$ cat src/design/jbl_pkg.sv
`timescale 1ns / 1ps
package jbl_pkg;

  // Result queue geometry
  localparam int unsigned RqDepth = 8;
  localparam int unsigned RqAw    = $clog2(RqDepth);
  localparam int unsigned RqCw    = $clog2(RqDepth + 1);
  // Most results one request can produce
  localparam int unsigned MaxRes  = 3;

  // Token type codes
  typedef enum logic [3:0] {
    TOK_OBJB    = 4'd0,
    TOK_OBJE    = 4'd1,
    TOK_ARRB    = 4'd2,
    TOK_ARRE    = 4'd3,
    TOK_COLON   = 4'd4,
    TOK_COMMA   = 4'd5,
    TOK_STRING  = 4'd6,
    TOK_TRUE    = 4'd7,
    TOK_FALSE   = 4'd8,
    TOK_INT     = 4'd9,
    TOK_DEC     = 4'd10,
    TOK_NULL    = 4'd11,
    TOK_INVALID = 4'd12,
    TOK_END     = 4'd13
  } tok_e;

  // Lexer mode, one-hot
  typedef enum logic [14:0] {
    M_IDLE  = 15'h0001,
    M_SLASH = 15'h0002,
    M_LINE  = 15'h0004,
    M_BLOCK = 15'h0008,
    M_STR   = 15'h0010,
    M_ESC   = 15'h0020,
    M_HEX   = 15'h0040,
    M_NSIGN = 15'h0080,
    M_INT   = 15'h0100,
    M_FRAC1 = 15'h0200,
    M_FRAC  = 15'h0400,
    M_EXP1  = 15'h0800,
    M_EXPS  = 15'h1000,
    M_EXP   = 15'h2000,
    M_KEY   = 15'h4000
  } mode_e;

  typedef struct packed {
    logic [7:0] data_byte;
    logic       end_of_input;
  } in_t;

  typedef struct packed {
    logic       kind;
    logic [3:0] token_type;
    logic [7:0] text_byte;
    logic       last_of_run;
  } out_t;

  typedef struct packed {
    mode_e       mode;
    logic [15:0] hex_accum;
    logic [1:0]  hex_count;
    logic        seen_decimal;
    logic        star_seen;
    logic [2:0]  keyword_pos;
    logic [2:0]  keyword_alive;
  } lex_state_t;

  // Write side of the result queue
  typedef struct packed {
    logic [1:0]              count;
    out_t [MaxRes-1:0]       res;
  } push_t;

endpackage

$ cat src/design/json_byte_lexer.sv
`timescale 1ns / 1ps
// Results: each accepted request's results are registered into the result queue
//   and leave from its head one per cycle, in order, while out_stall_i is low.
// Throughput: one request per cycle while the 8-entry result queue has room
//   for three more results; sustained output is one result per cycle when not stalled.
// Reset: rst_ni (async, active low) puts the lexer between tokens and empties
//   the result queue.
module json_byte_lexer (
  input  logic          clk_i,
  input  logic          rst_ni,
  input  logic          in_valid_i,
  output logic          in_stall_o,
  input  jbl_pkg::in_t  in_req_i,
  output logic          out_valid_o,
  input  logic          out_stall_i,
  output jbl_pkg::out_t out_res_o
);
  import jbl_pkg::*;

  lex_state_t state_q, state_d;
  push_t      step_push;
  push_t      push;
  logic       room;
  logic       accept;

  assign in_stall_o = !room;
  assign accept     = in_valid_i && room;

  jbl_step u_step (
    .state_i (state_q),
    .req_i   (in_req_i),
    .state_o (state_d),
    .push_o  (step_push)
  );

  // Only an accepted request writes results
  always_comb begin
    push       = step_push;
    push.count = accept ? step_push.count : 2'd0;
  end

  always_ff @(posedge clk_i or negedge rst_ni) begin
    if (!rst_ni) begin
      state_q.mode          <= M_IDLE;
      state_q.hex_accum     <= '0;
      state_q.hex_count     <= '0;
      state_q.seen_decimal  <= 1'b0;
      state_q.star_seen     <= 1'b0;
      state_q.keyword_pos   <= '0;
      state_q.keyword_alive <= 3'b111;
    end else if (accept) begin
      state_q <= state_d;
    end
  end

  jbl_fifo u_fifo (
    .clk_i       (clk_i),
    .rst_ni      (rst_ni),
    .push_i      (push),
    .room_o      (room),
    .out_valid_o (out_valid_o),
    .out_stall_i (out_stall_i),
    .out_res_o   (out_res_o)
  );

endmodule

$ cat src/design/jbl_step.sv
`timescale 1ns / 1ps
module jbl_step (
  input  jbl_pkg::lex_state_t state_i,
  input  jbl_pkg::in_t        req_i,
  output jbl_pkg::lex_state_t state_o,
  output jbl_pkg::push_t      push_o
);
  import jbl_pkg::*;

  typedef struct packed {
    lex_state_t st;
    logic       emit;
    out_t       res;
  } idle_t;

  function automatic logic is_digit(logic [7:0] c);
    return (c >= 8'h30) && (c <= 8'h39);
  endfunction

  function automatic logic is_lower(logic [7:0] c);
    return (c >= 8'h61) && (c <= 8'h7A);
  endfunction

  function automatic out_t text_res(logic [7:0] c);
    out_t r;
    r.kind        = 1'b0;
    r.token_type  = 4'd0;
    r.text_byte   = c;
    r.last_of_run = 1'b0;
    return r;
  endfunction

  function automatic out_t type_res(tok_e t);
    out_t r;
    r.kind        = 1'b1;
    r.token_type  = t;
    r.text_byte   = 8'd0;
    r.last_of_run = 1'b0;
    return r;
  endfunction

  // Keyword spelling: 0 true, 1 false, 2 null; zero past the end
  function automatic logic [7:0] kw_char(int unsigned i, logic [2:0] pos);
    logic [7:0] ch;
    ch = 8'd0;
    case (i)
      0: case (pos)
           3'd0: ch = 8'h74; 3'd1: ch = 8'h72; 3'd2: ch = 8'h75; 3'd3: ch = 8'h65;
           default: ch = 8'd0;
         endcase
      1: case (pos)
           3'd0: ch = 8'h66; 3'd1: ch = 8'h61; 3'd2: ch = 8'h6C; 3'd3: ch = 8'h73;
           3'd4: ch = 8'h65;
           default: ch = 8'd0;
         endcase
      default: case (pos)
           3'd0: ch = 8'h6E; 3'd1: ch = 8'h75; 3'd2: ch = 8'h6C; 3'd3: ch = 8'h6C;
           default: ch = 8'd0;
         endcase
    endcase
    return ch;
  endfunction

  function automatic logic [2:0] kw_len(int unsigned i);
    return (i == 1) ? 3'd5 : 3'd4;
  endfunction

  function automatic tok_e kw_tok(int unsigned i);
    tok_e t;
    case (i)
      0:       t = TOK_TRUE;
      1:       t = TOK_FALSE;
      default: t = TOK_NULL;
    endcase
    return t;
  endfunction

  // Drop candidates that do not match this letter
  function automatic lex_state_t key_letter(lex_state_t s, logic [7:0] c);
    lex_state_t r;
    r = s;
    for (int unsigned i = 0; i < 3; i++) begin
      if (s.keyword_alive[i] &&
          ((s.keyword_pos >= kw_len(i)) || (kw_char(i, s.keyword_pos) != c))) begin
        r.keyword_alive[i] = 1'b0;
      end
    end
    if (s.keyword_pos != 3'd7) begin
      r.keyword_pos = s.keyword_pos + 3'd1;
    end
    return r;
  endfunction

  function automatic tok_e key_type(lex_state_t s);
    tok_e t;
    t = TOK_INVALID;
    for (int unsigned i = 0; i < 3; i++) begin
      if (s.keyword_alive[i] && (s.keyword_pos == kw_len(i))) t = kw_tok(i);
    end
    return t;
  endfunction

  // A byte seen between tokens: at most one result
  function automatic idle_t idle_byte(lex_state_t s, logic [7:0] c);
    idle_t r;
    r.st      = s;
    r.st.mode = M_IDLE;
    r.emit    = 1'b0;
    r.res     = text_res(c);
    case (c) inside
      8'h20, 8'h09, 8'h0A, 8'h0D: ;
      8'h2F: r.st.mode = M_SLASH;
      8'h7B: begin r.emit = 1'b1; r.res = type_res(TOK_OBJB); end
      8'h7D: begin r.emit = 1'b1; r.res = type_res(TOK_OBJE); end
      8'h5B: begin r.emit = 1'b1; r.res = type_res(TOK_ARRB); end
      8'h5D: begin r.emit = 1'b1; r.res = type_res(TOK_ARRE); end
      8'h3A: begin r.emit = 1'b1; r.res = type_res(TOK_COLON); end
      8'h2C: begin r.emit = 1'b1; r.res = type_res(TOK_COMMA); end
      8'h22: r.st.mode = M_STR;
      8'h2D, 8'h2B: begin
        r.emit            = 1'b1;
        r.st.seen_decimal = 1'b0;
        r.st.mode         = M_NSIGN;
      end
      default: begin
        if (is_digit(c)) begin
          r.emit            = 1'b1;
          r.st.seen_decimal = 1'b0;
          r.st.mode         = M_INT;
        end else if (is_lower(c)) begin
          r.st.keyword_pos   = 3'd0;
          r.st.keyword_alive = 3'b111;
          r.st               = key_letter(r.st, c);
          r.st.mode          = M_KEY;
          r.emit             = 1'b1;
        end else begin
          r.emit = 1'b1;
          r.res  = type_res(TOK_INVALID);
        end
      end
    endcase
    return r;
  endfunction

  // Hex digit decode: {valid, value}
  function automatic logic [4:0] hex_digit(logic [7:0] c);
    logic [7:0] d;
    d = 8'd0;
    if (is_digit(c)) begin
      d = c - 8'h30;
    end else if ((c >= 8'h61) && (c <= 8'h66)) begin
      d = c - 8'h57;
    end else if ((c >= 8'h41) && (c <= 8'h46)) begin
      d = c - 8'h37;
    end
    return {is_digit(c) || ((c >= 8'h61) && (c <= 8'h66)) ||
            ((c >= 8'h41) && (c <= 8'h46)), d[3:0]};
  endfunction

  // One lexer step
  always_comb begin
    lex_state_t         s;
    out_t [MaxRes-1:0]  res;
    logic [1:0]         n;
    idle_t              id;
    logic [7:0]         c;
    logic [4:0]         hd;
    logic [15:0]        acc;

    s   = state_i;
    res = '0;
    n   = 2'd0;
    c   = req_i.data_byte;
    id  = idle_byte(state_i, c);
    hd  = hex_digit(c);
    acc = {state_i.hex_accum[11:0], hd[3:0]};

    if (req_i.end_of_input) begin
      // Flush the pending token, then mark the end
      unique case (state_i.mode)
        M_IDLE, M_LINE: ;
        M_INT: begin
          res[n] = type_res(state_i.seen_decimal ? TOK_DEC : TOK_INT); n = n + 2'd1;
        end
        M_FRAC, M_EXP: begin
          res[n] = type_res(TOK_DEC); n = n + 2'd1;
        end
        M_KEY: begin
          res[n] = type_res(key_type(state_i)); n = n + 2'd1;
        end
        default: begin
          res[n] = type_res(TOK_INVALID); n = n + 2'd1;
        end
      endcase
      res[n] = type_res(TOK_END); n = n + 2'd1;
      s.mode      = M_IDLE;
      s.star_seen = 1'b0;
      s.hex_count = 2'd0;
    end else begin
      unique case (state_i.mode)
        M_SLASH: begin
          if (c == 8'h2F) begin
            s.mode = M_LINE;
          end else if (c == 8'h2A) begin
            s.mode      = M_BLOCK;
            s.star_seen = 1'b0;
          end else begin
            res[n] = type_res(TOK_INVALID); n = n + 2'd1;
            s.mode = M_IDLE;
          end
        end
        M_LINE: begin
          if (c == 8'h0A) s.mode = M_IDLE;
        end
        M_BLOCK: begin
          if (c == 8'h2A) begin
            s.star_seen = 1'b1;
          end else if ((c == 8'h2F) && state_i.star_seen) begin
            s.star_seen = 1'b0;
            s.mode      = M_IDLE;
          end else begin
            s.star_seen = 1'b0;
          end
        end
        M_STR: begin
          if (c == 8'h22) begin
            res[n] = type_res(TOK_STRING); n = n + 2'd1;
            s.mode = M_IDLE;
          end else if (c == 8'h5C) begin
            s.mode = M_ESC;
          end else begin
            res[n] = text_res(c); n = n + 2'd1;
          end
        end
        M_ESC: begin
          s.mode = M_STR;
          case (c) inside
            8'h22, 8'h5C, 8'h2F: begin res[n] = text_res(c); n = n + 2'd1; end
            8'h62: begin res[n] = text_res(8'h08); n = n + 2'd1; end
            8'h66: begin res[n] = text_res(8'h0C); n = n + 2'd1; end
            8'h6E: begin res[n] = text_res(8'h0A); n = n + 2'd1; end
            8'h72: begin res[n] = text_res(8'h0D); n = n + 2'd1; end
            8'h74: begin res[n] = text_res(8'h09); n = n + 2'd1; end
            8'h75: begin
              s.hex_accum = 16'd0;
              s.hex_count = 2'd0;
              s.mode      = M_HEX;
            end
            default: begin
              res[n] = type_res(TOK_INVALID); n = n + 2'd1;
              s.mode = M_IDLE;
            end
          endcase
        end
        M_HEX: begin
          if (!hd[4]) begin
            res[n] = type_res(TOK_INVALID); n = n + 2'd1;
            s.mode = M_IDLE;
          end else begin
            s.hex_accum = acc;
            s.hex_count = state_i.hex_count + 2'd1;
            if (state_i.hex_count == 2'd3) begin
              // Fourth digit: encode the code point as UTF-8
              if (acc <= 16'h007F) begin
                res[n] = text_res(acc[7:0]); n = n + 2'd1;
              end else if (acc <= 16'h07FF) begin
                res[n] = text_res(8'hC0 | {3'd0, acc[10:6]}); n = n + 2'd1;
                res[n] = text_res(8'h80 | {2'd0, acc[5:0]});  n = n + 2'd1;
              end else begin
                res[n] = text_res(8'hE0 | {4'd0, acc[15:12]}); n = n + 2'd1;
                res[n] = text_res(8'h80 | {2'd0, acc[11:6]});  n = n + 2'd1;
                res[n] = text_res(8'h80 | {2'd0, acc[5:0]});   n = n + 2'd1;
              end
              s.hex_count = 2'd0;
              s.mode      = M_STR;
            end
          end
        end
        M_NSIGN, M_FRAC1, M_EXPS: begin
          if (is_digit(c)) begin
            res[n] = text_res(c); n = n + 2'd1;
            s.mode = (state_i.mode == M_NSIGN) ? M_INT :
                     (state_i.mode == M_FRAC1) ? M_FRAC : M_EXP;
          end else begin
            res[n] = type_res(TOK_INVALID); n = n + 2'd1;
            s.mode = M_IDLE;
          end
        end
        M_INT: begin
          if (is_digit(c)) begin
            res[n] = text_res(c); n = n + 2'd1;
          end else if (c == 8'h2E) begin
            res[n] = text_res(c); n = n + 2'd1;
            s.seen_decimal = 1'b1;
            s.mode         = M_FRAC1;
          end else if ((c == 8'h65) || (c == 8'h45)) begin
            res[n] = text_res(c); n = n + 2'd1;
            s.seen_decimal = 1'b1;
            s.mode         = M_EXP1;
          end else begin
            res[n] = type_res(state_i.seen_decimal ? TOK_DEC : TOK_INT); n = n + 2'd1;
            s = id.st;
            if (id.emit) begin res[n] = id.res; n = n + 2'd1; end
          end
        end
        M_FRAC: begin
          if (is_digit(c)) begin
            res[n] = text_res(c); n = n + 2'd1;
          end else if ((c == 8'h65) || (c == 8'h45)) begin
            res[n] = text_res(c); n = n + 2'd1;
            s.mode = M_EXP1;
          end else begin
            res[n] = type_res(TOK_DEC); n = n + 2'd1;
            s = id.st;
            if (id.emit) begin res[n] = id.res; n = n + 2'd1; end
          end
        end
        M_EXP1: begin
          if (is_digit(c)) begin
            res[n] = text_res(c); n = n + 2'd1;
            s.mode = M_EXP;
          end else if ((c == 8'h2B) || (c == 8'h2D)) begin
            res[n] = text_res(c); n = n + 2'd1;
            s.mode = M_EXPS;
          end else begin
            res[n] = type_res(TOK_INVALID); n = n + 2'd1;
            s.mode = M_IDLE;
          end
        end
        M_EXP: begin
          if (is_digit(c)) begin
            res[n] = text_res(c); n = n + 2'd1;
          end else begin
            res[n] = type_res(TOK_DEC); n = n + 2'd1;
            s = id.st;
            if (id.emit) begin res[n] = id.res; n = n + 2'd1; end
          end
        end
        M_KEY: begin
          if (is_lower(c)) begin
            s = key_letter(state_i, c);
            res[n] = text_res(c); n = n + 2'd1;
          end else begin
            res[n] = type_res(key_type(state_i)); n = n + 2'd1;
            s = id.st;
            if (id.emit) begin res[n] = id.res; n = n + 2'd1; end
          end
        end
        default: begin
          s = id.st;
          if (id.emit) begin res[n] = id.res; n = n + 2'd1; end
        end
      endcase
    end

    // Flag the final result of this request
    if (n != 2'd0) res[n - 2'd1].last_of_run = 1'b1;

    state_o      = s;
    push_o.count = n;
    push_o.res   = res;
  end

endmodule

$ cat src/design/jbl_fifo.sv
`timescale 1ns / 1ps
module jbl_fifo (
  input  logic           clk_i,
  input  logic           rst_ni,
  input  jbl_pkg::push_t push_i,
  output logic           room_o,
  output logic           out_valid_o,
  input  logic           out_stall_i,
  output jbl_pkg::out_t  out_res_o
);
  import jbl_pkg::*;

  out_t              mem [RqDepth];
  logic [RqAw-1:0]   wr_ptr_q, wr_ptr_d;
  logic [RqAw-1:0]   rd_ptr_q, rd_ptr_d;
  logic [RqCw-1:0]   count_q, count_d;
  logic              pop;

  // Room for a worst-case request
  assign room_o      = count_q <= RqCw'(RqDepth - MaxRes);
  assign out_valid_o = count_q != '0;
  assign out_res_o   = mem[rd_ptr_q];
  assign pop         = out_valid_o && !out_stall_i;

  // Pointer and fill bookkeeping
  always_comb begin
    wr_ptr_d = wr_ptr_q + RqAw'(push_i.count);
    rd_ptr_d = rd_ptr_q + RqAw'(pop);
    count_d  = count_q + RqCw'(push_i.count) - RqCw'(pop);
  end

  always_ff @(posedge clk_i or negedge rst_ni) begin
    if (!rst_ni) begin
      wr_ptr_q <= '0;
      rd_ptr_q <= '0;
      count_q  <= '0;
    end else begin
      wr_ptr_q <= wr_ptr_d;
      rd_ptr_q <= rd_ptr_d;
      count_q  <= count_d;
    end
  end

  // Up to three entries written per cycle, into free slots only
  always_ff @(posedge clk_i) begin
    for (int unsigned k = 0; k < MaxRes; k++) begin
      if (k < 32'(push_i.count)) begin
        mem[wr_ptr_q + RqAw'(k)] <= push_i.res[k];
      end
    end
  end

endmodule
$ cat config.mk
export PLATFORM = sky130hd
export DESIGN_NAME = json_byte_lexer
export DESIGN_NICKNAME = d
export VERILOG_FILES = /design/src/design/jbl_pkg.sv /design/src/design/json_byte_lexer.sv /design/src/design/jbl_step.sv /design/src/design/jbl_fifo.sv
export SDC_FILE = /design/constraint.sdc
export NUM_CORES = 1
export LEC_CHECK = 0
export BUFFER_PORTS_ARGS = -buffer_cell sky130_fd_sc_hd__buf_2
export CAP_MARGIN = 25
export CORE_MARGIN = 5
export CORE_UTILIZATION = 48
export CTS_CLUSTER_SIZE = 16
export DETAILED_ROUTE_END_ITERATION = 12
export SKIP_LAST_GASP = 1
export SLEW_MARGIN = 20
export SYNTH_ARGS = -nofsm -noshare
export SYNTH_HDL_FRONTEND = slang
export SYNTH_SLANG_ARGS = --single-unit
$ cat constraint.sdc
create_clock -name clk_i -period 7 [get_ports clk_i]
set_input_delay 1.05 -clock clk_i [delete_from_list [all_inputs] [get_ports clk_i]]
set_output_delay 1.05 -clock clk_i [all_outputs]
set_load 0.1 [all_outputs]
## Yosys cells after proc, flatten, opt, wreduce, memory -nomap -nowiden

Memories as Yosys holds them, arrays and structs flattened.
Cells that the tools add are included.
W data, S select, Z words.

| storage, ports and cells | value |
|---|---|
| register bits after elaboration | 51 |
| bits in latches | 0 |
| memory bits (writable) | 112 |
| ROM bits | 0 |
| output and inout bits | 16 |
| memories kept | 1 |

Memories:

| name | depth | width | read ports | clocked after memory_dff | wr ports | RTL line | RTL |
|---|---|---|---|---|---|---|---|
| u_fifo.mem | 8 | 14 | 1 | 0 | 3 | jbl_fifo.sv:13 | `out_t mem [RqDepth];` |

| operators by class | value |
|---|---|
| add/sub/neg operators | 13 |
| multiply operators | 0 |
| div/mod/pow operators | 0 |
| $lt $le $gt $ge | 19 |
| equality and inequality tests | 96 |
| shifts and indexed selects | 0 |
| mux-type cells | 274 |
| bitwise gates (word level) | 6 |
| reduce and logical (&&, ||, !) cells | 48 |

Operators by type and width:

| cell | number |
|---|---|
| $mux W41 | 16 |
| $mux W14 | 45 |
| $mux W15 | 30 |
| $mux W18 | 21 |
| $mux W8 | 45 |
| $pmux W15 S12 | 1 |
| $pmux W14 S11 | 1 |
| $mux W42 | 3 |
| $pmux W18 S7 | 1 |
| $eq A8 B7 Y1 const B | 13 |
| $mux W7 | 14 |
| $eq A8 B6 Y1 const B | 9 |
| $pmux W14 S5 | 1 |
| $ne A3 B3 Y1 const B | 20 |
| $demux W14 S2 | 2 |
| $mux W28 | 2 |
| $pmux W14 S4 | 1 |
| $reduce_and A10 Y1 | 5 |
| $mux W2 | 24 |
| $ne A8 B8 Y1 | 6 |
| $mux W1 | 45 |
| $bwmux W42 | 1 |
| $pmux W7 S5 | 1 |
| $mux W4 | 8 |
| 77 further kinds | 141 |

## Longest topological paths before layout

| logic depth | value |
|---|---|
| word-level depth | 44 |
| mapped depth | 17 |
| depth with buffers taken out | 14 |

## Modules after synthesis

A second synthesis with hierarchy kept.

| second synthesis, totals | value |
|---|---|
| cells, all modules | 1614 |
| area, all modules | 14188.6 um^2 |

By module, submodules not included:

| module | instances | cells an instance | area an instance (um^2) | seq. area each (um^2) |
|---|---|---|---|---|
| jbl_fifo | 1 | 867 | 8276.7 | 3613.5 |
| jbl_step | 1 | 657 | 4159.0 | 0.0 |
| json_byte_lexer | 1 | 90 | 1752.9 | 1031.0 |

## Worst setup path before layout

OpenSTA, ideal clock, no wires.

| timing | value |
|---|---|
| kind | input -> register |
| start point | input in_req_i[2] in the netlist's numbering |
| end point | memory u_fifo.mem[2][0] in the netlist's numbering, enable pin |
| arrival | 4.767 ns |
| data required time | 6.593 ns |
| path slack | 1.826 ns |
| stages | 11 |
| buffers on the path | 2 |
| cell sequence | clkbuf_1 -> inv_1 -> ha_1 -> clkbuf_1 -> o211ai_1 -> a21boi_0 -> nor4b_1 -> or4_1 -> nand2b_1 -> a21oi_1 -> o31ai_1 |

RTL lines:

| what | RTL line | RTL |
|---|---|---|
| from (decl) | json_byte_lexer.sv:13 | `input jbl_pkg::in_t in_req_i,` |
| to (decl) | jbl_fifo.sv:13 |  |

==> results.toml <==
[setup_path]
rr_endpoint = "u_fifo.mem[2][13]"
start_kind = "input port"
cpPeakStageDelay_ns = 0.53
required_ns = 7.18
r2r_slack_ns = 2.49
worst-path-buf-inv = 3
cp_cell_sequence = "buf_2 > clkinv_1 > ha_1 > nor2b_1 > o211ai_1 > a21boi_0 > o221ai_1 > or4_1 > nand2b_1 > a21oi_1 > o31ai_2 > buf_4"
crit_type = "input port to flip-flop"
cp_slowest_cell = "a21boi_0"
reg2reg_from = "state_q[29]"
startpoint = "in_req_i[1]"
worstPathArrival_ns = 5.17
reg2reg_depth = 9
end_kind = "flip-flop"
path_max_fanout = 15
cp_top_family = "compound AO/OA/AOI/OAI gates"

[clock_tree]
cts.repair.resized = 0
cts.sinks = 159
post_cts_buffers = 0
clk_latency_ns = 0.44
holdBufCountCts = 0
path_clk_slew_ns = 0.08
cts_tree = "done"
numCtsBuffers = 17
h-tree-depth = 4
cts_max_path_buffers = 2
cts_root_buf = "clkbuf_16"

[floorplan]
core_area_sq_um = 23540
die-area_sq_um = 27150
die_height_um = 164.8
initial_core_util_pct = 48.85
rows = 56
ios = 29
die_x_um = 164.8

[yosys]
synthArstFlopShare_pct = 29.56
yosysTopAreaCellShare_pct = 29.25
yosysWarningCount = 0
synth_seq_area_share_pct = 39.52
synth_edf_count = 112
postSynthCellCount = 1270
synth_top_flop_cell = "edfxtp_1"
synth_seq_cells = 159
syn_area_sq_um = 11500
synth_cell_types = 85
syn_area_per_cell_sq_um = 9.055
syn_nets = 1308
synth_area_leaders = "edfxtp_1 (29%), dfrtp_1 (9.4%), nand2_1 (5.6%), mux4_2 (5.5%), o21ai_0 (4.7%)"
synth_top_area_cell = "edfxtp_1"

[grt]
grt_max_degree = 48
grt_pass1_vias = 10040
grtUsageTotal_pct = 29.42
grt_first_pass_wirelength_mm = 60.93
antenna_found_initial = 0
grt_overflow = 0

[detailed_routing]
met2_length_mm = 18.72
highest_layer = "met4"
wl_met3_mm = 2.383
routedWlPerCell_um = 24.54
detail_route.vias_per_cell = 6.531
drc = 0
wl_met1_mm = 15.90
ant_nets = 0
drt_first_pass_iters = 6
drt_iter0_drc = 1146
vias = 10410
wirelength_mm = 39.11

[layout]
layout.cells.non_filler = 1594
num_antenna_cells = 0
nFillCells = 2197
seqCellArea_sq_um = 4546
synthToLayoutAreaGrowth_pct = 9.749
layout-drive-gt1-share_pct = 14.51
multiInputGateArea_sq_um = 6540
mostFrequentLayoutCell = "nand2_1"
mostFrequentLayoutCells = "nand2_1 (173), edfxtp_1 (112), o21ai_0 (104)"
layout.nets = 1300

[placement]
portBuffers = 28
pre_cts_slack_ns = 1.664
dpl.cell_count = 1560
gp_congestion = 1.019
dp_hpwl_mm = 29.54

[timing]
slew_violations = 0
worst_clock_skew_ns = 0.02126
hold_viol = 0
finalCriticalPeriod_ns = 4.985
finalSetupViolations = 0
finalSetupTns_ns = 0
min_period_over_period_pct = 71.21
max_slew_margin_pct = 26.59
layout_setup_ws_ns = 2.015
rsz0062_at_grt = "no"
fmax_mhz = 200.6
worst_pin_slew_ns = 1.096

[power_and_ir_drop]
internal_power_mw = 2.130
vdd.ir_drop.worst_mv = 0.2108
swShare_pct = 45.98
p_per_area_nw_per_um2 = 312.5
clkPwrFrac_pct = 24.4
leakagePower_nw = 4.771
p_comb_share_pct = 44.1
seqPwrFrac_pct = 31.5
switchingPower_mw = 1.813

[flow_run]
maxCapViolations = 0

[worst_hold_path]
hold_path_class = "flip-flop to flip-flop"
holdPathEnd = "state_q[9]"
worstHoldStart = "state_q[9]"
hold_depth = 2

[outcome]
outcome = "complete, no violations"
synth_stat cells (all sizes together), types with 5 or more instances:
cell type	count
nand2	176
o21ai	131
edfxtp	112
nor2	95
a21oi	89
clkbuf	66
nand3	44
dfrtp	43
nor3	40
o211ai	33
mux4	28
inv	26
mux2i	25
buf	23
ha	23
nand4	23
nor4	22
mux2	18
o31ai	16
a31oi	15
nand2b	15
xnor2	13
or4	12
a211oi	11
and2	10
nor4b	10
a21o	9
o41ai	9
xor2	9
a22oi	8
and3	7
nor2b	7
o22ai	7
or2	7
nand4b	6
or3	6
nand3b	5
worst register-to-register path, delay by kind of cell, from the launching register on:
kind	cells	cell delay (ns)
AOI/OAI and AO/OA	2	0.70
buffers and inverters	1	0.30
DFF	1	0.53
and+or+nand+nor	6	2.68
kinds of logic (layout without fill, tap and decap cells):
family                     Yosys count  after routing  share of synthesized area, %
and+or+nand+nor                    501            501                         22.21
AOI/OAI and AO/OA                  376            376                         20.25
buffers and inverters              116            121                         4.080
DFF                                159            159                         39.52
adders and majority gates           25             25                         2.851
muxes                               71             71                         9.422
xor gates and xnor gates            22             22                         1.676
through the flow:
step	hold WS [ns]	instance area (sq um)	util [%]	total power, mW
floorplan	0.4538	11500	-	2.614
global placement	0.4661	11950	50.76	2.969
detailed placement	0.4778	11960	50.81	2.982
CTS	0.4993	12590	53.49	3.948
global route	0.5072	12620	53.61	4.126
finish	0.4972	12620	53.61	3.943
layout make-up:
type | count | area share (%)
multi-input combinational | 995 | 51.82
sequential | 159 | 36.02
clock buffer | 17 | 3.371
timing repair buffer | 62 | 3.212
tap | 319 | 3.162
clock inverter | 15 | 1.616
inverter | 27 | 0.8030
flip-flops by register name, summed over array words and instances, names as in the netlist:
signal and flops:
u_fifo.count_q 4, u_fifo.wr_ptr_q 3, u_fifo.mem 112, state_q 37
u_fifo.rd_ptr_q 3
power by group through the flow:
stage / clock network [mW] / registers [mW] / logic (mW)
after CTS: 0.980 / 1.28 / 1.69
after floorplan: 0 / 1.19 / 1.42
after global routing: 1.03 / 1.26 / 1.84
after global placement: 0 / 1.30 / 1.67
final: 0.963 / 1.24 / 1.74
after detailed placement: 0 / 1.30 / 1.68
how the worst max path moves through the flow:
stage	end	slack, ns	cells past startpoint
2_1_floorplan	u_fifo.mem[2][0]	1.83	11
3_3_place_gp	u_fifo.mem[3][8]	1.66	12
3_5_place_dp	u_fifo.mem[3][8]	1.66	12
4_1_cts	u_fifo.mem[3][5]	2.14	12
5_1_grt	u_fifo.mem[3][5]	1.76	12
6_report	u_fifo.mem[2][13]	2.02	12
metal layers:
metal | vias up | GRT usage (%)
met1 | 4979 | 38.03
li1 | 4828 | -
met2 | 472 | 48.40
met4 | 0 | 14.10
met5 | - | 0
met3 | 132 | 4.717
Power figures use the tool's default switching activity.
